<file path="config.mk">
export PLATFORM = sky130hd
export DESIGN_NAME = fp16_fp32_converter_top
export DESIGN_NICKNAME = d
export VERILOG_FILES = /design/src/design/f16cvt_pkg.sv /design/src/design/f16cvt_core.sv /design/src/design/fp16_fp32_converter_top.sv
export SDC_FILE = /design/constraint.sdc
export NUM_CORES = 1
export LEC_CHECK = 0
export BUFFER_PORTS_ARGS = -buffer_cell sky130_fd_sc_hd__clkbuf_2
export CAP_MARGIN = 10
export CORE_UTILIZATION = 55
export CTS_CLUSTER_DIAMETER = 120
export DETAILED_ROUTE_END_ITERATION = 6
export GPL_TIMING_DRIVEN = 0
export PLACE_DENSITY = 0.89
export REMOVE_ABC_BUFFERS = 1
export SYNTH_ARGS = -nofsm -noshare
export SYNTH_HDL_FRONTEND = slang
export SYNTH_SLANG_ARGS = --single-unit
export TNS_END_PERCENT = 100
</file>
<file path="constraint.sdc">
create_clock -name clk -period 3.9 [get_ports clk]
set_input_delay 0.975 -clock clk [delete_from_list [all_inputs] [get_ports clk]]
set_output_delay 0.975 -clock clk [all_outputs]
set_load 0.01 [all_outputs]
</file>
<file path="src/design/f16cvt_pkg.sv">
// ----------------------------------------------------------------------------
// f16cvt_pkg: shared types and constants for the half/single converter
// Opcode codes, the word type and the float encoding constants.
// ----------------------------------------------------------------------------
package f16cvt_pkg;

    localparam int unsigned WordW = 32;

    typedef logic [WordW-1:0] word_t;

    localparam logic OP_H2S = 1'b0;
    localparam logic OP_S2H = 1'b1;

    localparam logic [31:0] F32_INF = 32'h7F80_0000;
    localparam logic [15:0] F16_INF = 16'h7C00;
    localparam logic [15:0] F16_QNAN = 16'h0200;

endpackage

</file>
<file path="src/design/f16cvt_core.sv">
// ----------------------------------------------------------------------------
// f16cvt_core: combinational half/single conversion
// Widens a half to a single exactly or narrows a single to a half by
// truncation; NaN narrows to a quiet NaN.
// ----------------------------------------------------------------------------
module f16cvt_core
(
    input  logic                opcode,
    input  f16cvt_pkg::word_t   operand_bits,
    output f16cvt_pkg::word_t   result_bits
);
    import f16cvt_pkg::*;

    logic        h_sign;
    logic [4:0]  h_ex;
    logic [9:0]  h_man;
    logic [3:0]  lz;
    logic [10:0] h_norm;
    logic [7:0]  h_be;
    word_t       wide;

    logic        s_sign;
    logic [7:0]  s_ex;
    logic [22:0] s_man;
    logic [23:0] s_sub;
    logic [3:0]  s_sh;
    logic [15:0] narrow;

    // Widen: leading-zero count on the subnormal mantissa
    always_comb
    begin
        h_sign = operand_bits[15];
        h_ex   = operand_bits[14:10];
        h_man  = operand_bits[9:0];
        lz     = 4'd10;
        for (int i = 0; i < 10; i++)
        begin
            if (h_man[i])
            begin
                lz = 4'(9 - i);
            end
        end
        h_norm = {1'b0, h_man} << (lz + 4'd1);
        h_be   = 8'd113 - 8'(lz) - 8'd1;
        if (h_ex == 5'd0)
        begin
            if (h_man == 10'd0)
            begin
                wide = {h_sign, 31'd0};
            end
            else
            begin
                wide = {h_sign, h_be, h_norm[9:0], 13'd0};
            end
        end
        else if (h_ex == 5'h1F)
        begin
            wide = {h_sign, 31'd0} | F32_INF | {9'd0, h_man, 13'd0};
        end
        else
        begin
            wide = {h_sign, 8'(h_ex) + 8'd112, h_man, 13'd0};
        end
    end

    // Narrow: truncate, flush tiny values, saturate overflow
    always_comb
    begin
        s_sign = operand_bits[31];
        s_ex   = operand_bits[30:23];
        s_man  = operand_bits[22:0];
        s_sh   = 4'(8'd113 - s_ex);
        s_sub  = {1'b1, s_man} >> s_sh;
        if (s_ex == 8'hFF && s_man != 23'd0)
        begin
            narrow = {s_sign, 15'd0} | F16_INF | F16_QNAN | {6'd0, s_man[22:13]};
        end
        else if (s_ex < 8'd102)
        begin
            narrow = {s_sign, 15'd0};
        end
        else if (s_ex <= 8'd112)
        begin
            narrow = {s_sign, 4'd0, s_sub[23:13]};
        end
        else if (s_ex >= 8'd143)
        begin
            narrow = {s_sign, 15'd0} | F16_INF;
        end
        else
        begin
            narrow = {s_sign, 5'(s_ex - 8'd112), s_man[22:13]};
        end
    end

    assign result_bits = (opcode == OP_H2S) ? wide : {16'd0, narrow};

endmodule

</file>
<file path="src/design/fp16_fp32_converter_top.sv">
// Each item passes through the input register and then the result register.
// Throughput: one item per cycle while m_tready is high; once both registers hold items, s_tready
// follows m_tready combinationally.
// Reset: rst_n clears the valid flags only; the payload registers are not reset.
// ----------------------------------------------------------------------------
// fp16_fp32_converter_top: streaming half/single converter
// Registers each item, converts it and holds the result for the master side.
// ----------------------------------------------------------------------------
module fp16_fp32_converter_top
(
    input  logic        clk,
    input  logic        rst_n,
    input  logic        s_tvalid,
    output logic        s_tready,
    input  logic [31:0] s_tdata,   // operand_bits[31:0]
    input  logic        s_tuser,   // opcode
    output logic        m_tvalid,
    input  logic        m_tready,
    output logic [31:0] m_tdata    // result_bits[31:0]
);
    import f16cvt_pkg::*;

    logic  in_vld_reg;
    logic  in_op_reg;
    word_t in_data_reg;
    logic  out_vld_reg;
    word_t out_data_reg;
    word_t conv;
    logic  in_adv;
    logic  out_adv;

    assign out_adv  = !out_vld_reg || m_tready;
    assign in_adv   = !in_vld_reg || out_adv;
    assign s_tready = in_adv;

    f16cvt_core u_core
    (
        .opcode       (in_op_reg),
        .operand_bits (in_data_reg),
        .result_bits  (conv)
    );

    // Advance the valid flags
    always_ff @(posedge clk or negedge rst_n)
    begin
        if (!rst_n)
        begin
            in_vld_reg  <= 1'b0;
            out_vld_reg <= 1'b0;
        end
        else
        begin
            if (in_adv)
            begin
                in_vld_reg <= s_tvalid;
            end
            if (out_adv)
            begin
                out_vld_reg <= in_vld_reg;
            end
        end
    end

    // Capture payloads
    always_ff @(posedge clk)
    begin
        if (in_adv && s_tvalid)
        begin
            in_op_reg   <= s_tuser;
            in_data_reg <= s_tdata;
        end
        if (out_adv && in_vld_reg)
        begin
            out_data_reg <= conv;
        end
    end

    assign m_tvalid = out_vld_reg;
    assign m_tdata  = out_data_reg;

endmodule

</file>
==> results of run 1 <==
==> area by class of cell <==
class,instances,area [sq um]
Multi-Input combinational cell,246,1580
Clock inverter,6,57.6
Tap cell,77,96.3
Clock buffer,10,128
Timing Repair Buffer,71,365
Inverter,14,52.6
Fill cell,539,2200
Sequential cell,66,1970
==> worst register-to-register path: stages, from the launching register on <==
cell and delay (ns):
edfxtp_1 0.53, nor2b_1 0.21, nor2_1 0.37, a21oi_4 0.16
ha_1 0.59, inv_1 0.34, or4_1 0.57, o2111ai_1 0.14
o21ai_0 0.14, a211o_1 0.34
==> worst max-delay path by stage <==
stage	start	to	slack (ns)	cells after the start
global placement	in_data_reg[7]	m_tdata[22]	0.40	9
detailed placement	in_data_reg[7]	m_tdata[21]	0.35	10
CTS	in_data_reg[8]	m_tdata[21]	0.33	10
floorplan	in_data_reg[7]	m_tdata[21]	0.82	10
finish	in_data_reg[8]	m_tdata[22]	0.26	9
global route	in_data_reg[7]	m_tdata[21]	0.09	10
==> metal layers <==
layer,vias up,share of wire [%]
li1,1432,-
met1,1361,44
met2,179,45
met3,13,9.6
met4,0,1.7
met5,-,0
==> logic make-up (layout without fill, tap and decap cells) <==
logic type | Yosys count | count (layout) | share of synthesized area [%]
flops | 66 | 66 | 52.8
xor+xnor | 5 | 5 | 1.17
buf+inv | 35 | 101 | 4.76
simple gates | 131 | 131 | 18.3
fa+ha+maj | 3 | 3 | 1.01
mux | 16 | 16 | 4.89
compound gates | 91 | 91 | 17.0
==> power by group through the flow <==
stage,sequential [mW],combinational (mW),clock [mW]
finish,0.894,0.271,0.544
detailed placement,0.910,0.263,0
global placement,0.908,0.258,0
floorplan,0.909,0.165,0
CTS,0.894,0.264,0.550
global route,0.901,0.298,0.583
==> cells in the final DEF, fill, tap and decap left out, drive strengths merged, types with 3 or more instances in the layout <==
master   n
or4      4
nand2   29
clkinv   3
and2     5
clkbuf  80
o21a     3
mux2i   10
nor2    31
or3      6
nor4     5
a22oi    6
nand3   12
mux2     5
or2      3
nor3     9
nand3b   3
nand2b   6
inv     14
a21oi   16
o31ai    6
nor2b   11
o21ai   24
a31oi    7
ha       3
xnor2    3
edfxtp  64
a211oi   6
o22a     3
==> metrics by stage <==
stage / instances / power [mW] / util [%]
after global routing: 490 / 1.78 / 65.9
after floorplan: 326 / 1.07 / -
after CTS: 489 / 1.71 / 65.6
after detailed placement: 473 / 1.17 / 62.8
after global placement: 473 / 1.17 / 62.8
final: 490 / 1.71 / 65.9
==> out/qor.yml, run 1 <==
drive_gt1_share_pct: 25.4
cts_hold_buf: 0
timing.rr.end: "m_tdata[22]"
hold_path_class: "primary input to asynchronous set/reset pin"
io_buffer_count: 70
synth_area_leaders: "edfxtp_1, o21ai_0, nor2_1"
avgSynthCellArea_sq_um: 10.8
syn2layout_area_growth_pct: 14.0
finalCritPeriodShare_pct: 93.2
ctsResizeCount: 0
synth_common_cells: "edfxtp_1, nor2_1, nand2_1"
worstPathRequired_ns: 4.00
setup_ws_ns: 0.264
finalHoldViolations: 0
switching_share_pct: 27.2
cts_buffers: 9
cts.path.max_buffers: 2
drt-total-wl_mm: 7.86
final_area_sq_um: 4260
final_net_count: 448
rsz0062_at_grt: "no"
cellLeakagePower_nw: 1.63
p_int_mw: 1.24
die_h_um: 84.4
synth_top_area_share_pct: 51.5
cts_tree: "yes"
htreeDepth: 3
fin_skew_ns: 0.0122
grt_max_degree: 37
setup_tns_ns: 0
yosysSeqAreaShare_pct: 52.8
fmaxAchievable_mhz: 275
antenna_found_initial: 0
die_x_um: 84.4
ys_seq_elements: 66
violations: "DRC"
start_kind: "register"
grt_pass1_vias: 2543
post_cts_buffers: 0
largest_reg_flops: 32
maxCapViolations: 0
hold_slack_ns: 0.403
grt_util_met2_pct: 33.9
antenna_cells: 0
dp_worst_setup_slack_ns: 0.348
clock_latency_ns: 0.35
initial_core_util_pct: 57.8
powerDensity_nw_per_um2: 402
drc: 5
reg2reg_slack_ns: 0.26
synth_warnings: 0
vias_per_cell: 6.09
dpl_cell_area_sq_um: 4050
finalMaxSlewViolations: 0
yosysTopAreaCell: "edfxtp_1"
syn_inst: 347
wire_per_inst_um: 16.0
cpPeakStageDelay_ns: 0.59
cp.arrival_ns: 3.74
ys.flop_type: "edfxtp_1"
drtPass1Iterations: 7
async_flop_share_pct: 3.03
dp_hpwl_mm: 5.58
use_met3_pct: 6.29
gp_congestion: 0.892
globalRouteMet1Util_pct: 35.1
dieArea_sq_um: 7120
cts_sinks: 66
grt_usage_pct: 23.4
worst_pin_slew_ns: 1.00
run_status: "finished, violations left"
reg2reg_depth: 9
ios: 71
layout_min_cycle_time_ns: 3.64
path_clk_slew_ns: 0.07
synth.most_common_cell: "edfxtp_1"
cpLargestDelayFamily: "simple AND/OR/NAND/NOR gates"
synth_edf_count: 64
end_kind: "register"
grt_most_used_layer: "met1"
slowest_stage: "ha_1"
grt_pass1_wl_mm: 12.8
vdd_drop_max_mv: 0.278
critPathMaxFanout: 16
power_switching_mw: 0.465
critPathKind: "register to register"
core_area_sq_um: 6460
crit_chain: "nor2b_1 -> nor2_1 -> a21oi_4 -> ha_1 -> inv_1 -> or4_1 -> o2111ai_1 -> o21ai_0 -> a211o_1"
pwr-share-comb_pct: 15.9
setup_violations: 0
maxSlewHeadroom_pct: 33.3
ant_nets: 0
grt-ovfl-total: 0
synth_area_sq_um: 3730
cts-root-buf: "clkbuf_8"
critical_path_buf_inv_count: 1
dr_total_vias: 2985
rows: 29
pwr-share-clk_pct: 31.8
seq_power_share_pct: 52.3
r2r_start: "in_data_reg[8]"
yosysUniqueCellTypes: 64
drt_iter0_markers: 394
No activity file was read; power rests on OpenSTA's default activity.
==> run 2, diff against run 1 <==
--- a/config.mk
+++ b/config.mk
@@ -11,8 +11,10 @@
 export CTS_CLUSTER_DIAMETER = 120
 export DETAILED_ROUTE_END_ITERATION = 6
 export GPL_TIMING_DRIVEN = 0
+export MAX_ROUTING_LAYER = met4
 export PLACE_DENSITY = 0.89
 export REMOVE_ABC_BUFFERS = 1
+export SETUP_SLACK_MARGIN = 0.1
 export SYNTH_ARGS = -nofsm -noshare
 export SYNTH_HDL_FRONTEND = slang
 export SYNTH_SLANG_ARGS = --single-unit
==> constraint.sdc (replaced) <==
create_clock -name clk -period 3.9 [get_ports clk]
set_input_delay 0.585 -clock clk [delete_from_list [all_inputs] [get_ports clk]]
set_output_delay 0.585 -clock clk [all_outputs]
set_load 0.01 [all_outputs]
==> run 2 against run 1 <==
Compared with the run above:
- the flow still finishes with violations (DRC)
- design area rose by 0.53%
- utilization rose by 0.35 points
- wire length up 2.3%
- combinational power about the same
- worst hold slack better by 0.0085 ns
- sequential power about the same
- final cell count did not move
- maximum frequency is 3.3% higher
- die area stayed put
- sequential cell count unchanged
- setup slack better by 0.11 ns
- critical path type unchanged
- largest cell class unchanged
- highest routed layer unchanged
==> out/qor.yml, run 2 (same netlist as run 1, synthesis figures left out) <==
run_status: "finished, violations left"  # unchanged
violations: "DRC"  # unchanged
die_h_um: 84.4  # unchanged
cp.arrival_ns: 3.62  # was 3.74 ns
dr_total_vias: 2967  # was 2985
syn2layout_area_growth_pct: 14.6  # was 14.0%
maxSlewHeadroom_pct: 33.0  # was 33.3%
gp_congestion: 0.913  # was 0.892
clock_latency_ns: 0.35  # about the same
worst_pin_slew_ns: 1.00  # about the same
largest_reg_flops: 32  # unchanged
dpl_cell_area_sq_um: 4050  # unchanged
finalPower_mw: 1.78  # was 1.71 mW
initial_core_util_pct: 57.8  # unchanged
grt-ovfl-total: 0  # unchanged
setup_tns_ns: 0  # unchanged
cts_tree: "yes"  # unchanged
slowest_stage: "edfxtp_1"  # was ha_1
die_x_um: 84.4  # unchanged
cts-root-buf: "clkbuf_8"  # unchanged
grt_max_degree: 37  # unchanged
worstPathRequired_ns: 4.00  # about the same
vdd_drop_max_mv: 0.275  # was 0.278 mV
holdCritStartpoint: "s_tdata[9]"
maxCapViolations: 0  # unchanged
timing.rr.end: "m_tdata[21]"  # was m_tdata[22]
io_buffer_count: 70  # unchanged
wire_per_inst_um: 16.4  # was 16.0 um
final_net_count: 448  # unchanged
cts_sinks: 66  # unchanged
layout_min_cycle_time_ns: 3.52  # was 3.64 ns
htreeDepth: 3  # unchanged
dp_hpwl_mm: 5.63  # was 5.58 mm
r2r_start: "in_data_reg[7]"  # was in_data_reg[8]
finalCritPeriodShare_pct: 90.3  # was 93.2%
drive_gt1_share_pct: 25.7  # was 25.4%
min_path_cells: 1
cts_buffers: 9  # unchanged
critPathKind: "register to register"  # unchanged
end_kind: "register"  # unchanged
core_area_sq_um: 6460  # unchanged
powerDensity_nw_per_um2: 415  # was 402 nW/um^2
antenna_cells: 0  # unchanged
critPathMaxFanout: 16  # unchanged
dpl.cell_count: 473  # unchanged
cpPeakStageDelay_ns: 0.52  # was 0.59 ns
dieArea_sq_um: 7120  # unchanged
rows: 29  # unchanged
antenna_found_initial: 0  # unchanged
rsz0062_at_grt: "no"  # unchanged
final_cell_mix: "clkbuf_2, edfxtp_1, nor2_1"  # unchanged
fin_skew_ns: 0.00819  # was 0.0122 ns
setup_violations: 0  # unchanged
drc: 5  # unchanged
drt_iter0_markers: 333  # was 394
crit_chain: "nor2b_1 -> or2_0 -> a21oi_4 -> ha_2 -> inv_1 -> o21ai_0 -> a22o_2 -> or4_2 -> o21ai_0 -> o31ai_1"  # was nor2b_1 -> nor2_1 -> a21oi_4 -> ha_1 -> inv_1 -> or4_1 -> o2111ai_1 -> o21ai_0 -> a211o_1
reg2reg_slack_ns: 0.38  # was 0.26 ns
ios: 71  # unchanged
path_clk_slew_ns: 0.07  # about the same
finalNonFillerCells: 490  # unchanged
drtPass1Iterations: 7  # unchanged
cp_common_cell: "o21ai_0"
cts.path.max_buffers: 2  # unchanged
fmaxAchievable_mhz: 284  # was 275 MHz
final_area_sq_um: 4280  # was 4260 sq um
start_kind: "register"  # unchanged
finalHoldViolations: 0  # unchanged
reg2reg_depth: 10  # was 9
finalMaxSlewViolations: 0  # unchanged
whs_endpoint: "in_data_reg[9]"
hold_path_class: "primary input to register"  # was primary input to asynchronous set/reset pin
num-fill-cells: 525  # was 539
drt-total-wl_mm: 8.04  # was 7.86 mm
grt_usage_pct: 24.8  # was 23.4%
grt_pass1_wl_mm: 13.0  # was 12.8 mm
grt_pass1_vias: 2661  # was 2543
ant_nets: 0  # unchanged
cellLeakagePower_nw: 1.65  # was 1.63 nW
vias_per_cell: 6.06  # was 6.09
final_common_cell: "clkbuf_2"  # unchanged
-- run 2: cell count changes in the layout (fill, tap and decap cells not counted), sizes merged --
cell	before	now
dlygate4sd3	0	1
bufinv	1	2
buf	1	0
clkinvlp	2	0
clkinv	3	4
-- run 2: how the worst max path moves through the flow --
stage	start	endpoint	slack, ns	cells after the start
floorplan	in_data_reg[7]	m_tdata[21]	0.82	10
global placement	in_data_reg[7]	m_tdata[22]	0.40	9
detailed placement	in_data_reg[8]	m_tdata[21]	0.35	10
CTS	in_data_reg[7]	m_tdata[21]	0.31	10
global route	in_data_reg[7]	m_tdata[21]	0.12	10
finish	in_data_reg[7]	m_tdata[21]	0.38	10
-- run 2: power by group --
| group | internal (mW) | switching, mW |
|---|---|---|
| clock network | 0.356 | 0.256 |
| registers | 0.842 | 0.0521 |
| logic | 0.112 | 0.159 |
| total | 1.31 | 0.467 |
-- run 2: timing repair --
action / 4_1_cts / 5_1_grt
hold buffers: 0 / 1
endpoints found under the hold margin: 0 / 2
setup endpoints to repair: 0 / 2
setup buffers: 0 / 0
gates resized for setup: 0 / 1
-- run 2: final cells by class --
type	count	area, sq um	area share [%]
sequential	66	1970	46.1
multi-input combinational	246	1590	37.1
timing repair buffer	71	360	8.42
clock buffer	10	128	2.98
tap	77	96.3	2.25
clock inverter	6	81.3	1.90
inverter	14	52.6	1.23
-- run 2: per-stage QoR --
stage          hold WS, ns  setup slack [ns]  util [%]
4_1_cts            0.00135             0.314      66.0
3_5_place_dp         0.372             0.350      62.8
6_report             0.412             0.379      66.2
2_1_floorplan        0.289             0.824         -
3_3_place_gp         0.372             0.400      62.8
5_1_grt              0.399             0.117      66.2
-- run 2: worst max-delay path: cells and delay by family (launching register included) --
kind                     cells  cell delay [ns]
flip-flops                   1             0.52
adder cells (fa/ha/maj)      1             0.41
AND/OR/NAND/NOR              3             1.08
buffers and inverters        1             0.38
AO/OA/AOI/OAI                5             0.86
-- run 2: routing by layer --
metal,GRT usage (%),vias up,wire length (um)
met2,35.4,135,3590
li1,-,1440,-
met1,35.0,1374,3710
met3,4.72,18,572
met4,10.2,0,168
met5,-,-,0
==> run 3, diff against run 2 <==
--- a/config.mk
+++ b/config.mk
@@ -5,6 +5,7 @@
 export SDC_FILE = /design/constraint.sdc
 export NUM_CORES = 1
 export LEC_CHECK = 0
+export ABC_AREA = 1
 export BUFFER_PORTS_ARGS = -buffer_cell sky130_fd_sc_hd__clkbuf_2
 export CAP_MARGIN = 10
 export CORE_UTILIZATION = 55
@@ -12,7 +13,7 @@
 export DETAILED_ROUTE_END_ITERATION = 6
 export GPL_TIMING_DRIVEN = 0
 export MAX_ROUTING_LAYER = met4
-export PLACE_DENSITY = 0.89
+export PLACE_DENSITY = 0.9
 export REMOVE_ABC_BUFFERS = 1
 export SETUP_SLACK_MARGIN = 0.1
 export SYNTH_ARGS = -nofsm -noshare
==> run 3 against run 2 <==
Compared with the run above:
- the run now ends clean
- wire length is 4.0% higher
- sequential share of layout area down 0.44 points
- utilization increased by 2.2 points
- critical path depth up 6
- clock skew increased by 0.0032 ns
- synthesized cell count is 14% higher
- worst hold slack lost 0.41 ns
- non-clock buffer count up 2
- clock-buffer cell count fell by 1
- critical path type unchanged
- critical endpoint is now m_tdata[22]
- largest power group unchanged
==> out/qor.yml, run 3 <==
synth_area_sq_um: 3590  # was 3730 sq um
post_cts_buffers: 0  # unchanged
synth_edf_count: 64  # unchanged
fin_skew_ns: 0.0114  # was 0.00819 ns
largest_reg_flops: 32  # unchanged
ys_seq_elements: 66  # unchanged
cts_buffers: 9  # unchanged
reg2reg_depth: 16  # was 10
dp_hpwl_mm: 6.13  # was 5.63 mm
grt-ovfl-total: 0  # unchanged
core_area_sq_um: 6310  # was 6460 sq um
synth_common_cells: "nand2_1, edfxtp_1, inv_1"  # was edfxtp_1, nor2_1, nand2_1
ios: 71  # unchanged
yosysUniqueCellTypes: 37  # was 64
fmaxAchievable_mhz: 339  # was 284 MHz
ys.flop_type: "edfxtp_1"  # unchanged
cpPeakStageDelay_ns: 0.50  # was 0.52 ns
yosysTopAreaCell: "edfxtp_1"  # unchanged
antenna_cells: 0  # unchanged
clock_latency_ns: 0.36  # was 0.35 ns
drive_gt1_share_pct: 23.7  # was 25.7%
antenna_found_initial: 0  # unchanged
cpLargestDelayFamily: "simple AND/OR/NAND/NOR gates"  # unchanged
worst_pin_slew_ns: 0.961  # was 1.00 ns
grt_usage_pct: 26.2  # was 24.8%
rows: 29  # unchanged
critical_path_buf_inv_count: 1  # unchanged
finalCritPeriodShare_pct: 75.6  # was 90.3%
setup_ws_ns: 0.951  # was 0.379 ns
drtPass1Iterations: 7  # unchanged
final_area_sq_um: 4320  # was 4280 sq um
drt_iter0_markers: 571  # was 333
dieArea_sq_um: 6860  # was 7120 sq um
maxCapViolations: 0  # unchanged
cts_hold_buf: 0  # unchanged
drc: 0  # was 5
grt_pass1_wl_mm: 13.6  # was 13.0 mm
dpl.cell_count: 532  # was 473
critPathLaunch: "in_data_reg[0]"  # was in_data_reg[7]
dpl_cell_area_sq_um: 4030  # was 4050 sq um
dr_total_vias: 3205  # was 2967
die_x_um: 82.8  # was 84.4 um
cts-root-buf: "clkbuf_8"  # unchanged
htreeDepth: 3  # unchanged
cp_common_cell: "nand2_1"  # was o21ai_0
synth_area_leaders: "edfxtp_1, nand2_1, inv_1"  # was edfxtp_1, o21ai_0, nor2_1
reg2reg_slack_ns: 0.95  # was 0.38 ns
crit_end: "m_tdata[22]"  # was m_tdata[21]
syn2layout_area_growth_pct: 20.2  # was 14.6%
powerDensity_nw_per_um2: 466  # was 415 nW/um^2
crit_chain: "nand2_1 -> nand2_1 -> nand2_1 -> nand2_1 -> nand2_1 -> nand2_2 -> nand2_4 -> nand2_4 -> ha_1 -> inv_1 -> o21ai_0 -> o21a_1 -> a21oi_1 -> nand2_1 -> nand2_1 -> a21oi_2"  # was nor2b_1 -> or2_0 -> a21oi_4 -> ha_2 -> inv_1 -> o21ai_0 -> a22o_2 -> or4_2 -> o21ai_0 -> o31ai_1
final_net_count: 507  # was 448
cts_tree: "yes"  # unchanged
synth_warnings: 0  # unchanged
run_status: "finished clean"  # was finished, violations left
finalMaxSlewViolations: 0  # unchanged
maxSlewHeadroom_pct: 36.0  # was 33.0%
start_kind: "register"  # unchanged
cp.depth: 16  # was 10
drt-total-wl_mm: 8.36  # was 8.04 mm
synth_top_area_share_pct: 53.5  # was 51.5%
final_common_cell: "nand2_1"  # was clkbuf_2
dp_worst_setup_slack_ns: 1.05  # was 0.350 ns
yosysSeqAreaShare_pct: 54.9  # was 52.8%
ant_nets: 0  # unchanged
final_cell_mix: "nand2_1, clkbuf_2, edfxtp_1"  # was clkbuf_2, edfxtp_1, nor2_1
cellLeakagePower_nw: 1.86  # was 1.65 nW
cts.path.max_buffers: 2  # unchanged
rsz0062_at_grt: "no"  # unchanged
setup_violations: 0  # unchanged
timing.rr.end: "m_tdata[22]"  # was m_tdata[21]
hold_path_class: "primary input to asynchronous set/reset pin"  # was primary input to register
avgSynthCellArea_sq_um: 9.10  # was 10.8 sq um
slowest_stage: "edfxtp_1"  # unchanged
critPathKind: "register to register"  # unchanged
finalNonFillerCells: 549  # was 490
vdd_drop_max_mv: 0.333  # was 0.275 mV
gp_congestion: 0.942  # was 0.913
finalHoldViolations: 0  # unchanged
grt_max_degree: 34  # was 37
grt_pass1_vias: 2856  # was 2661
end_kind: "register"  # unchanged
setup_tns_ns: 0  # unchanged
r2r_start: "in_data_reg[0]"  # was in_data_reg[7]
die_h_um: 82.8  # was 84.4 um
wire_per_inst_um: 15.2  # was 16.4 um
vias_per_cell: 5.84  # was 6.06
ctsResizeCount: 0  # unchanged
worstPathRequired_ns: 3.97  # was 4.00 ns
cts_sinks: 66  # unchanged
layout_min_cycle_time_ns: 2.95  # was 3.52 ns
initial_core_util_pct: 56.9  # was 57.8%
path_clk_slew_ns: 0.07  # about the same
synth.most_common_cell: "nand2_1"  # was edfxtp_1
syn_inst: 395  # was 347
async_flop_share_pct: 3.03  # unchanged
io_buffer_count: 70  # unchanged
cp.arrival_ns: 3.02  # was 3.62 ns
critPathMaxFanout: 12  # was 16
==> run 3: cell types whose count changed in the layout (fill, tap and decap cells not counted), sizes merged, moves of 6 or more <==
cell / before / now
a31oi: 7 / 1
nor2b: 11 / 0
mux2i: 10 / 1
or3: 6 / 0
inv: 14 / 47
a21oi: 16 / 34
nand3: 12 / 29
a211oi: 6 / 0
nand2b: 6 / 0
nand2: 29 / 101
==> run 3: cell families after synthesis <==
family,synth area share (%)
muxes,0.279
xor gates and xnor gates,1.78
DFF,54.9
and+or+nand+nor,22.1
adders and majority gates,1.04
AOI/OAI and AO/OA,13.4
buffers and inverters,6.58
==> run 3: worst reg2reg max path, delay by kind of cell, from the launching register on <==
family / cells / cell delay (ns)
and+or+nand+nor: 10 / 0.83
AOI/OAI and AO/OA: 4 / 0.49
DFF: 1 / 0.50
buffers and inverters: 1 / 0.36
adders and majority gates: 1 / 0.48
==> run 3: through the flow <==
step	utilization [%]	hold slack (ns)	total power, mW
final	68.4	0.00460	2.01
after global routing	68.4	0.00495	2.09
after CTS	68.0	0.000387	2.01
after detailed placement	63.8	0.374	1.26
after global placement	63.0	0.371	1.24
after floorplan	-	0.289	1.13
==> run 3: how the worst min path moves through the flow <==
stage | from | to | slack, ns | cells after the start
5_1_grt | rst_n | m_tvalid | 0.005 | 1
3_3_place_gp | rst_n | m_tvalid | 0.37 | 1
2_1_floorplan | rst_n | in_vld_reg | 0.29 | 0
3_5_place_dp | rst_n | m_tvalid | 0.37 | 1
6_report | rst_n | in_vld_reg | 0.005 | 1
4_1_cts | rst_n | in_vld_reg | 0.0004 | 1
==> run 3: cell type report <==
type / count / area (sq um)
fill: 491 / 1990
sequential: 66 / 1970
multi-input combinational: 270 / 1400
timing repair buffer: 73 / 413
inverter: 47 / 176
clock inverter: 7 / 141
clock buffer: 9 / 124
tap: 77 / 96.3
==> run 3: routing by layer <==
metal  wire length (um)  GRT usage [%]
met4                239           12.9
met3                817           5.47
met1               3540           36.0
met5                  0              -
met2               3760           37.1
==> run 3: where the power goes <==
part           switching, mW  leakage [nW]  internal, mW
registers             0.0496         0.645         0.860
clock network          0.267         0.131         0.489
logic                  0.223          1.09         0.125
total                  0.539          1.86          1.47
